$ cat src/hdl/sm3_pkg.sv
// Shared types, constants and round functions for the SM3 hash engine.
// Standalone package; used by sm3_msg_sched, sm3_round and sm3_hash_engine.
`default_nettype none

package sm3_pkg;

    typedef logic [7:0][31:0] sm3_words_t;

    localparam sm3_words_t SM3_IV = {
        32'hB0FB0E4E, 32'hE38DEE4D, 32'h163138AA, 32'hA96F30BC,
        32'hDA8A0600, 32'h172442D7, 32'h4914B2B9, 32'h7380166F
    };

    localparam logic [7:0]  SM3_PAD_BYTE = 8'h80;
    localparam logic [5:0]  SM3_LEN_POS  = 6'd56;
    localparam logic [5:0]  SM3_LAST_POS = 6'd63;
    localparam logic [5:0]  SM3_LAST_RND = 6'd63;
    localparam logic [31:0] SM3_T_LO     = 32'h79CC4519;
    localparam logic [31:0] SM3_T_HI     = 32'h7A879D8A;

    typedef struct packed {
        logic [7:0] data_byte;
        logic       byte_present;
        logic       end_of_message;
    } sm3_in_t;

    typedef struct packed {
        logic [31:0] digest_word;
        logic [2:0]  word_index;
        logic        last_word;
    } sm3_out_t;

    // Control from the sequencer to the message schedule
    typedef struct packed {
        logic        wr_en;
        logic [5:0]  wr_addr;
        logic [7:0]  wr_data;
        logic        load;
        logic        mark;
        logic        len_en;
        logic [5:0]  pad_n;
        logic [63:0] length;
        logic        shift;
    } sm3_sched_ctrl_t;

    // Status from the round unit to the sequencer
    typedef struct packed {
        logic busy;
        logic done;
    } sm3_rnd_stat_t;

    function automatic logic [31:0] rotl(input logic [31:0] x, input logic [4:0] n);
        logic [5:0] rn;
        rn = 6'd32 - {1'b0, n};
        return (x << n) | (x >> rn);
    endfunction

    function automatic logic [31:0] perm0(input logic [31:0] x);
        return x ^ rotl(x, 5'd9) ^ rotl(x, 5'd17);
    endfunction

    function automatic logic [31:0] perm1(input logic [31:0] x);
        return x ^ rotl(x, 5'd15) ^ rotl(x, 5'd23);
    endfunction

    // Round constant rotated by the round number
    function automatic logic [31:0] tj_rot(input logic [5:0] j);
        logic [31:0] t;
        t = (j < 6'd16) ? SM3_T_LO : SM3_T_HI;
        return rotl(t, j[4:0]);
    endfunction

endpackage

`default_nettype wire

$ cat src/hdl/sm3_hash_engine.sv
// SM3 hash engine top level: byte intake, padding sequencer, chaining value
// and digest output. Uses sm3_pkg, sm3_msg_sched and sm3_round.
// Intake: a byte that leaves the block open is written to the buffer and the engine
// stays ready; a byte that fills the block is followed by 64 rounds of the shared
// round unit, done and merge before the next byte is taken. End of message: the
// accepting step, that compression if its byte fills it, then one padded block (or
// two past 55 pending bytes), then 8 output beats. One item at a time.
// Reset: chaining value to the SM3 IV, bit count to zero; block buffer is not cleared.
`default_nettype none

module sm3_hash_engine (
    input  wire logic             clk,
    input  wire logic             rst_n,
    input  wire logic             in_valid,
    output logic                  in_ready,
    input  wire sm3_pkg::sm3_in_t in_data,
    output logic                  out_valid,
    input  wire logic             out_ready,
    output sm3_pkg::sm3_out_t     out_data
);

    localparam logic [2:0] S_IDLE = 3'd0;
    localparam logic [2:0] S_COMP = 3'd1;
    localparam logic [2:0] S_NEXT = 3'd2;
    localparam logic [2:0] S_PAD  = 3'd3;
    localparam logic [2:0] S_OUT  = 3'd4;

    logic [2:0]          state_reg, state_next;
    logic                pend_end_reg, pend_end_next;
    logic                fin_reg, fin_next;
    logic                extra_reg, extra_next;
    logic [2:0]          word_idx_reg, word_idx_next;
    logic [63:0]         count_reg, count_next;
    sm3_pkg::sm3_words_t cv_reg, cv_next;

    sm3_pkg::sm3_sched_ctrl_t sctrl;
    sm3_pkg::sm3_rnd_stat_t   rstat;
    sm3_pkg::sm3_words_t      work;
    logic                     start;
    logic [31:0]              w0, w4;
    logic [5:0]               n;

    assign n = count_reg[8:3];

    sm3_msg_sched u_sched (
        .clk  (clk),
        .ctrl (sctrl),
        .w0   (w0),
        .w4   (w4)
    );

    sm3_round u_round (
        .clk   (clk),
        .rst_n (rst_n),
        .start (start),
        .v_in  (cv_reg),
        .w0    (w0),
        .w4    (w4),
        .work  (work),
        .stat  (rstat)
    );

    assign in_ready              = (state_reg == S_IDLE);
    assign out_valid             = (state_reg == S_OUT);
    assign out_data.digest_word  = cv_reg[word_idx_reg];
    assign out_data.word_index   = word_idx_reg;
    assign out_data.last_word    = (word_idx_reg == 3'd7);

    always_comb
    begin
        state_next    = state_reg;
        pend_end_next = pend_end_reg;
        fin_next      = fin_reg;
        extra_next    = extra_reg;
        word_idx_next = word_idx_reg;
        count_next    = count_reg;
        cv_next       = cv_reg;
        start         = 1'b0;

        sctrl         = '0;
        sctrl.wr_addr = n;
        sctrl.wr_data = in_data.data_byte;
        sctrl.pad_n   = n;
        sctrl.length  = count_reg;
        sctrl.shift   = rstat.busy;

        case (state_reg)
            S_IDLE:
            begin
                if (in_valid)
                begin
                    if (in_data.byte_present)
                    begin
                        sctrl.wr_en = 1'b1;
                        count_next  = count_reg + 64'd8;
                        if (n == sm3_pkg::SM3_LAST_POS)
                        begin
                            start         = 1'b1;
                            pend_end_next = in_data.end_of_message;
                            state_next    = S_COMP;
                        end
                        else if (in_data.end_of_message)
                            state_next = S_PAD;
                    end
                    else if (in_data.end_of_message)
                        state_next = S_PAD;
                end
            end
            S_COMP:
            begin
                if (rstat.done)
                begin
                    cv_next    = cv_reg ^ work;
                    state_next = S_NEXT;
                end
            end
            S_NEXT:
            begin
                if (extra_reg || pend_end_reg)
                    state_next = S_PAD;
                else if (fin_reg)
                begin
                    word_idx_next = '0;
                    state_next    = S_OUT;
                end
                else
                    state_next = S_IDLE;
            end
            S_PAD:
            begin
                sctrl.load = 1'b1;
                start      = 1'b1;
                state_next = S_COMP;
                if (extra_reg)
                begin
                    // Length-only block after an overflowing pad
                    sctrl.len_en = 1'b1;
                    extra_next   = 1'b0;
                end
                else
                begin
                    sctrl.mark    = 1'b1;
                    sctrl.len_en  = (n < sm3_pkg::SM3_LEN_POS);
                    extra_next    = (n >= sm3_pkg::SM3_LEN_POS);
                    pend_end_next = 1'b0;
                    fin_next      = 1'b1;
                end
            end
            S_OUT:
            begin
                if (out_ready)
                begin
                    word_idx_next = word_idx_reg + 3'd1;
                    if (word_idx_reg == 3'd7)
                    begin
                        cv_next    = sm3_pkg::SM3_IV;
                        count_next = '0;
                        fin_next   = 1'b0;
                        state_next = S_IDLE;
                    end
                end
            end
            default:
            begin
                state_next = S_IDLE;
            end
        endcase
    end

    always_ff @(posedge clk or negedge rst_n)
    begin
        if (!rst_n)
        begin
            state_reg    <= S_IDLE;
            pend_end_reg <= 1'b0;
            fin_reg      <= 1'b0;
            extra_reg    <= 1'b0;
            word_idx_reg <= '0;
            count_reg    <= '0;
            cv_reg       <= sm3_pkg::SM3_IV;
        end
        else
        begin
            state_reg    <= state_next;
            pend_end_reg <= pend_end_next;
            fin_reg      <= fin_next;
            extra_reg    <= extra_next;
            word_idx_reg <= word_idx_next;
            count_reg    <= count_next;
            cv_reg       <= cv_next;
        end
    end

    a_busy_in_comp: assert property (@(posedge clk) disable iff (!rst_n)
        rstat.busy |-> (state_reg == S_COMP))
        else $error("round unit busy outside compression state");

    a_no_overlap: assert property (@(posedge clk) disable iff (!rst_n)
        !(in_ready && out_valid))
        else $error("input taken while digest is being emitted");

    a_done_merge: assert property (@(posedge clk) disable iff (!rst_n)
        (state_reg == S_COMP && rstat.done) |=> (state_reg == S_NEXT))
        else $error("compression done not merged");

    a_clear_after_digest: assert property (@(posedge clk) disable iff (!rst_n)
        (out_valid && out_ready && out_data.last_word) |=>
            (count_reg == 64'd0 && cv_reg == sm3_pkg::SM3_IV))
        else $error("state not restored after digest");

    a_extra_only_final: assert property (@(posedge clk) disable iff (!rst_n)
        extra_reg |-> fin_reg)
        else $error("extra pad block outside final padding");

endmodule

`default_nettype wire

$ cat src/hdl/sm3_msg_sched.sv
// SM3 message schedule: 16-word window that doubles as the block buffer.
// Takes byte writes, padded block loads, and shifts one word per round.
// Depends on sm3_pkg.
`default_nettype none

module sm3_msg_sched (
    input  wire logic                     clk,
    input  wire sm3_pkg::sm3_sched_ctrl_t ctrl,
    output logic [31:0]                   w0,
    output logic [31:0]                   w4
);

    logic [31:0] win_reg [0:15];
    logic [31:0] pad_word [0:15];
    logic [31:0] w_new;
    logic [5:0]  pos;
    logic [7:0]  byte_val;

    assign w0 = win_reg[0];
    assign w4 = win_reg[4];

    assign w_new = sm3_pkg::perm1(win_reg[0] ^ win_reg[7] ^ sm3_pkg::rotl(win_reg[13], 5'd15))
                 ^ sm3_pkg::rotl(win_reg[3], 5'd7) ^ win_reg[10];

    // If mark, bytes below pad_n kept, 0x80 at pad_n; rest zero; length if len_en
    always_comb
    begin
        pos      = '0;
        byte_val = '0;
        for (int i = 0; i < 16; i++)
        begin
            for (int b = 0; b < 4; b++)
            begin
                pos = 6'(4 * i + b);
                if (ctrl.mark && (pos < ctrl.pad_n))
                    byte_val = win_reg[i][8 * (3 - b) +: 8];
                else if (ctrl.mark && (pos == ctrl.pad_n))
                    byte_val = sm3_pkg::SM3_PAD_BYTE;
                else
                    byte_val = '0;
                pad_word[i][8 * (3 - b) +: 8] = byte_val;
            end
        end
        if (ctrl.len_en)
        begin
            pad_word[14] = ctrl.length[63:32];
            pad_word[15] = ctrl.length[31:0];
        end
    end

    always_ff @(posedge clk)
    begin
        if (ctrl.load)
        begin
            for (int i = 0; i < 16; i++)
                win_reg[i] <= pad_word[i];
        end
        else if (ctrl.wr_en)
        begin
            win_reg[ctrl.wr_addr[5:2]][{~ctrl.wr_addr[1:0], 3'b000} +: 8] <= ctrl.wr_data;
        end
        else if (ctrl.shift)
        begin
            for (int i = 0; i < 15; i++)
                win_reg[i] <= win_reg[i + 1];
            win_reg[15] <= w_new;
        end
    end

endmodule

`default_nettype wire

$ cat src/hdl/sm3_round.sv
// SM3 compression round unit: eight working words, one round per cycle,
// 64 rounds per block under its own round counter. Depends on sm3_pkg.
`default_nettype none

module sm3_round (
    input  wire logic                  clk,
    input  wire logic                  rst_n,
    input  wire logic                  start,
    input  wire sm3_pkg::sm3_words_t   v_in,
    input  wire logic [31:0]           w0,
    input  wire logic [31:0]           w4,
    output sm3_pkg::sm3_words_t        work,
    output sm3_pkg::sm3_rnd_stat_t     stat
);

    sm3_pkg::sm3_words_t work_reg, work_next;
    logic [5:0]  cnt_reg, cnt_next;
    logic        busy_reg, busy_next;
    logic        done_reg, done_next;

    logic [31:0] a12, ss1, ss2, ff, gg, tt1, tt2;

    assign work      = work_reg;
    assign stat.busy = busy_reg;
    assign stat.done = done_reg;

    always_comb
    begin
        a12 = sm3_pkg::rotl(work_reg[0], 5'd12);
        ss1 = sm3_pkg::rotl(a12 + work_reg[4] + sm3_pkg::tj_rot(cnt_reg), 5'd7);
        ss2 = ss1 ^ a12;
        if (cnt_reg < 6'd16)
        begin
            ff = work_reg[0] ^ work_reg[1] ^ work_reg[2];
            gg = work_reg[4] ^ work_reg[5] ^ work_reg[6];
        end
        else
        begin
            ff = (work_reg[0] & work_reg[1]) | (work_reg[0] & work_reg[2])
               | (work_reg[1] & work_reg[2]);
            gg = (work_reg[4] & work_reg[5]) | (~work_reg[4] & work_reg[6]);
        end
        tt1 = ff + work_reg[3] + ss2 + (w0 ^ w4);
        tt2 = gg + work_reg[7] + ss1 + w0;

        work_next = work_reg;
        cnt_next  = cnt_reg;
        busy_next = busy_reg;
        done_next = 1'b0;
        if (start)
        begin
            work_next = v_in;
            cnt_next  = '0;
            busy_next = 1'b1;
        end
        else if (busy_reg)
        begin
            work_next[3] = work_reg[2];
            work_next[2] = sm3_pkg::rotl(work_reg[1], 5'd9);
            work_next[1] = work_reg[0];
            work_next[0] = tt1;
            work_next[7] = work_reg[6];
            work_next[6] = sm3_pkg::rotl(work_reg[5], 5'd19);
            work_next[5] = work_reg[4];
            work_next[4] = sm3_pkg::perm0(tt2);
            cnt_next     = cnt_reg + 6'd1;
            if (cnt_reg == sm3_pkg::SM3_LAST_RND)
            begin
                busy_next = 1'b0;
                done_next = 1'b1;
            end
        end
    end

    always_ff @(posedge clk)
    begin
        work_reg <= work_next;
    end

    always_ff @(posedge clk or negedge rst_n)
    begin
        if (!rst_n)
        begin
            cnt_reg  <= '0;
            busy_reg <= 1'b0;
            done_reg <= 1'b0;
        end
        else
        begin
            cnt_reg  <= cnt_next;
            busy_reg <= busy_next;
            done_reg <= done_next;
        end
    end

endmodule

`default_nettype wire

$ cat config.mk
export PLATFORM = sky130hd
export DESIGN_NAME = sm3_hash_engine
export DESIGN_NICKNAME = d
export VERILOG_FILES = /design/src/hdl/sm3_pkg.sv /design/src/hdl/sm3_hash_engine.sv /design/src/hdl/sm3_msg_sched.sv /design/src/hdl/sm3_round.sv
export SDC_FILE = /design/constraint.sdc
export NUM_CORES = 2
export LEC_CHECK = 0
export CAP_MARGIN = 0
export CORE_MARGIN = 5
export CORE_UTILIZATION = 50
export DETAILED_ROUTE_END_ITERATION = 10
export DONT_BUFFER_PORTS = 1
export SYNTH_ARGS = -nofsm -noshare
export SYNTH_HDL_FRONTEND = slang
export SYNTH_HIERARCHICAL = 1
export SYNTH_SLANG_ARGS = --single-unit
export TNS_END_PERCENT = 1
$ cat constraint.sdc
create_clock -name clk -period 10.2 [get_ports clk]
set_input_delay 2.04 -clock clk [delete_from_list [all_inputs] [get_ports clk]]
set_output_delay 2.04 -clock clk [all_outputs]
set_load 0.02 [all_outputs]
Word level (Yosys, flattened, before mapping):

Memory sizes are Yosys's and may differ from the RTL's.
Index checks and enable logic that the tools add are counted.
W data, S select, Z words.

* reduce and logical (&&, ||, !) cells: 144
* bitwise operators: 52
* multiplexer cells: 215
* shifts and indexed selects: 4
* $add $sub $neg: 13
* eq/ne operators: 79
* $lt $le $gt $ge: 68

Operators by type and width (count)
* $mux W256: 5
* $mux W8: 128
* $mux W32: 22
* $pmux W256 S2: 1
* $xor A32 B32 Y32: 14
* $mux W64: 5
* $add A32 B32 Y32: 8
* $xor A256 B256 Y256: 1
* $eq A6 B6 Y1 const A: 32
* $lt A6 B6 Y1 const A: 32
* $and A32 B32 Y32: 5
* $logic_and A1 B1 Y1: 128
* $or A32 B32 Y32: 4
* $pmux W64 S2: 1
* $bmux W32 S3: 1
* $eq A5 B6 Y1 const A: 16
* $lt A5 B6 Y1 const A: 16
* $add A64 B4 Y64 const B: 1
* $or A32 B15 Y32: 2
* $or A32 B7 Y32: 2
* $or A32 B9 Y32: 2
* $eq A4 B6 Y1 const A: 8
* $lt A4 B6 Y1 const A: 8
* $mux W3: 13
* 45 further kinds: 120

* register bits: 593
* logic and storage cells: 601
* output and inout port bits: 38
* memories: 1
* memory bits (writable): 512
* bits of input ports: 14

Memories
* u_sched.win_reg: words 16, width 32, read ports 16, clocked after memory_dff 0, write ports 16, line sm3_msg_sched.sv:13 `logic [31:0] win_reg [0:15];`

Logic depth before layout (Yosys ltp):

* depth after elaboration: 13
* mapped depth: 42
* depth with buffers taken out: 39

By module:

Netlist, hierarchy kept.

Modules (own cells, without submodules)
* sm3_msg_sched: sequential area each 15374.7 um^2, times used 1, cells an instance 2248, area an instance 25720.9 um^2
* sm3_round: sequential area each 7887.6 um^2, times used 1, cells an instance 2403, area an instance 24702.4 um^2
* sm3_hash_engine: sequential area each 8306.7 um^2, times used 1, cells an instance 1645, area an instance 16726.0 um^2

Worst setup path after synthesis:

No wires, ideal clock.

* kind: register to register
* start: register u_round.cnt_reg[5]
* end: register u_round.work_reg (netlist bit u_round/work[130]) (data pin)
* data required time: 9.940 ns
* data arrival time: 9.100 ns
* buffers on the path: 5
* cell stages (with the launch flop): 41
* library setup time: 0.260 ns
* setup slack: 0.840 ns
* clock period less this slack: 9.360 ns
* cells stage by stage: dfrtp_1 -> or2_2 -> clkbuf_1 -> clkbuf_1 -> buf_1 -> buf_1 -> ha_1 -> clkbuf_2 -> nand2_1 -> o21ai_0 -> a21oi_1 -> nor2_1 -> a21oi_1 -> nor2_1 -> a21oi_1 -> o22ai_1 -> fa_1 -> ha_1 -> (+5 left out) -> a22oi_1 -> a21oi_1 -> a41oi_1 -> a21oi_1 -> xnor2_1 -> fa_1 -> fa_1 -> ha_1 -> a21o_1 -> or3_1 -> o221a_4 -> o41ai_4 -> nor3_1 -> a2111oi_2 -> xnor2_1 -> xor2_1 -> xnor2_1 -> mux2_2

RTL lines
* start, declared: line sm3_round.sv:17 `logic [5:0] cnt_reg, cnt_next;`
* start signal, assigned: line sm3_round.sv:90 `cnt_reg <= cnt_next;`
* end signal, assigned: line sm3_round.sv:77 `work_reg <= work_next;`
* end, declared: line sm3_round.sv:16 `sm3_pkg::sm3_words_t work_reg, work_next;`

==> flow_summary.toml <==
[clock_tree]
cts_buffer_depth = 3
clk_pin_slew_ns = 0.06
clkLatencyLatePin_ns = 0.75
cts.sinks = 1102
cts_buffers = 121
ctsHoldBuffers = 0
cts_max_level = 3
post-cts-setup-buffers = 0
root_buffer = "clkbuf_16"
cts_tree = "done"

[sta]
finClkSkew_ns = 0.0216
hold_ws_ns = 0.491
slew_headroom = 0.105
fin_crit_sh = 0.954
fin_crit_ns = 9.73
tightestPinTransition_ns = 1.33
rsz0062_at_grt = "false"
drv_slew = 0
max_freq_ghz = 0.103
setup_violations = 0
finalHoldViolCount = 0
fin_setup_tns_ns = 0

[placement]
gp_congestion = 1.04
place_area_mm2 = 0.0686
dp_hpwl_um = 193000
portBuffers = 0
dp_cells = 7773

[die]
coreArea_mm2 = 0.133
die_w_um = 376
floorplan.initialDensity = 0.503
rows = 134
die-height_um = 376
die_area_mm2 = 0.142
io_pins = 52

[finish]
layout.nets = 6442
fin_cells = 8011
syn2layout_area_growth_pct = 8.38
largest_register_ffs = 512
final_area_mm2 = 0.0728
drive_gt1_frac = 0.125

[status]
outcome = "completed"

[synth]
synth_mux_area_frac = 0.0728
postSynthAreaPerCell_um2 = 10.7
synthXorXnorAreaFrac = 0.0809
synth_top_area_share = 0.343
synth_top_area_cell = "edfxtp_1"
synth_area_leaders = "edfxtp_1 (34%), dfrtp_1 (8.0%), fa_1 (5.6%), o21ai_0 (5.2%), dfstp_2 (4.7%)"
yosys.area_share.simple = 0.125
synthAdderAreaFrac = 0.0772
ys_top_cells_by_count = "edfxtp_1 (768), nand2_1 (758), o21ai_0 (696), a21oi_1 (383), nor2_1 (377)"
synth-seq-cells = 1102
async_flop_share = 0.303
synth.distinct_cells = 105
synth_most_common_cell = "edfxtp_1"
synth_edf_count = 768
synth_top_family_by_area = "compound AO/OA/AOI/OAI gates"
yosysWarningCount = 6
syn_area_mm2 = 0.0671
synth_seq_area_share = 0.470
synth_top_flop_cell = "edfxtp_1"
synth_compound_area_frac = 0.137
synth_cells = 6296

[routing]
totalWireLength_um = 259000
firstDrtPassIters = 8
wire_per_inst_um = 32.4
ant_nets = 0
drc = 0
dr.first_iter.drc_count = 6345
viasPerCell = 6.45
vias = 51663

[setup_path]
ff2ff_path_depth = 33
worstSetupEndpointType = "flop"
cp_slowest_stage_delay_ns = 0.51
reg2reg_slack_ns = 0.47
required_ns = 10.65
rr_endpoint = "u_round/work[158]"
slowest_stage = "ha_1"
crit_arrival_ns = 10.18
setup.worst_path.class = "flop to flop"
critPathMostFrequentCell = "o21ai_0"
cp-start-kind = "flop"
crit_fanout = 9
rr_startpoint = "u_round/cnt_reg[5]"

[worst_hold_path]
hold_path_end = "fin_reg"
hold_depth = 2
hold_class = "flop to flop"
min_from = "fin_reg"

[grt]
gr-total-overflow = 0
grt_pass1_vias = 49139
grt_max_degree = 335
grtUsageTotal = 0.358
antenna_found_initial = 10
grt_pass1_wl_um = 365000

[job]
max-cap-violations = 0
[what timing repair did]
| action | in CTS | in global routing |
|---|---|---|
| hold endpoints to repair | 0 | 0 |
| endpoints found under the setup margin | 0 | 12 |
| resized for setup | 0 | 7 |
[worst max-delay path by stage]
stage                            start           endpoint  slack, ns  depth (start not counted)
CTS                 u_round/cnt_reg[5]   u_round/work[28]       0.38                         33
finish              u_round/cnt_reg[5]  u_round/work[158]       0.47                         33
global route        u_round/cnt_reg[0]  u_round/work[158]       0.04                         38
detailed placement  u_round/cnt_reg[5]   u_round/work[28]       0.37                         33
global placement    u_round/cnt_reg[5]  u_round/work[158]       0.46                         33
floorplan           u_round/cnt_reg[5]  u_round/work[130]       0.84                         40
[worst max-delay path: cells and delay by family (launching register included)]
family          cells  cell delay [ns]
simple gates        8             1.73
compound gates     14             3.29
mux                 1             0.31
xor+xnor            4             1.09
fa+ha+maj           6             2.56
flops               1             0.43
[layer usage]
| layer | share of wire | wire length (µm) | global-route usage |
|---|---|---|---|
| met1 | 0.37 | 96800 | 0.444 |
| met2 | 0.47 | 121000 | 0.578 |
| met3 | 0.077 | 20000 | 0.0623 |
| met4 | 0.084 | 21700 | 0.232 |
| met5 | 0.00025 | 65 | 0 |
[metrics by stage]
stage | setup slack (ns) | util
after floorplan | 0.840 | -
after detailed placement | 0.372 | 0.514
after global placement | 0.464 | 0.514
final | 0.471 | 0.545
after global routing | 0.0392 | 0.545
after CTS | 0.381 | 0.545
[placed cells by master, fill, tap and decap left out, types with 150 or more instances in the layout]
cell type    n
nand2_1    757
dfrtp_1    212
fa_1       188
edfxtp_1   768
a21oi_1    382
and3_1     150
mux2_2     236
xor2_1     214
nand3_1    152
inv_1      210
xnor2_1    310
nor2_1     376
o21ai_0    692
[cell type report]
| cell class | count | area [µm²] |
|---|---|---|
| antenna | 7 | 17.5 |
| clock buffer | 156 | 3380 |
| clock inverter | 75 | 746 |
| fill | 11739 | 60700 |
| inverter | 216 | 821 |
| multi-input combinational | 4593 | 33200 |
| sequential | 1102 | 31600 |
| tap | 1768 | 2210 |
| timing repair buffer | 94 | 781 |
[cell families after synthesis]
logic type                 after synthesis
buffers and inverters                  603
adders and majority gates              302
other                                    1
and+or+nand+nor                       1797
DFF                                   1102
xor gates and xnor gates               564
AOI/OAI and AO/OA                     1548
muxes                                  379
Power is not shown: default switching activity piles up to over one toggle a cycle in this logic, so the estimate is an artifact.
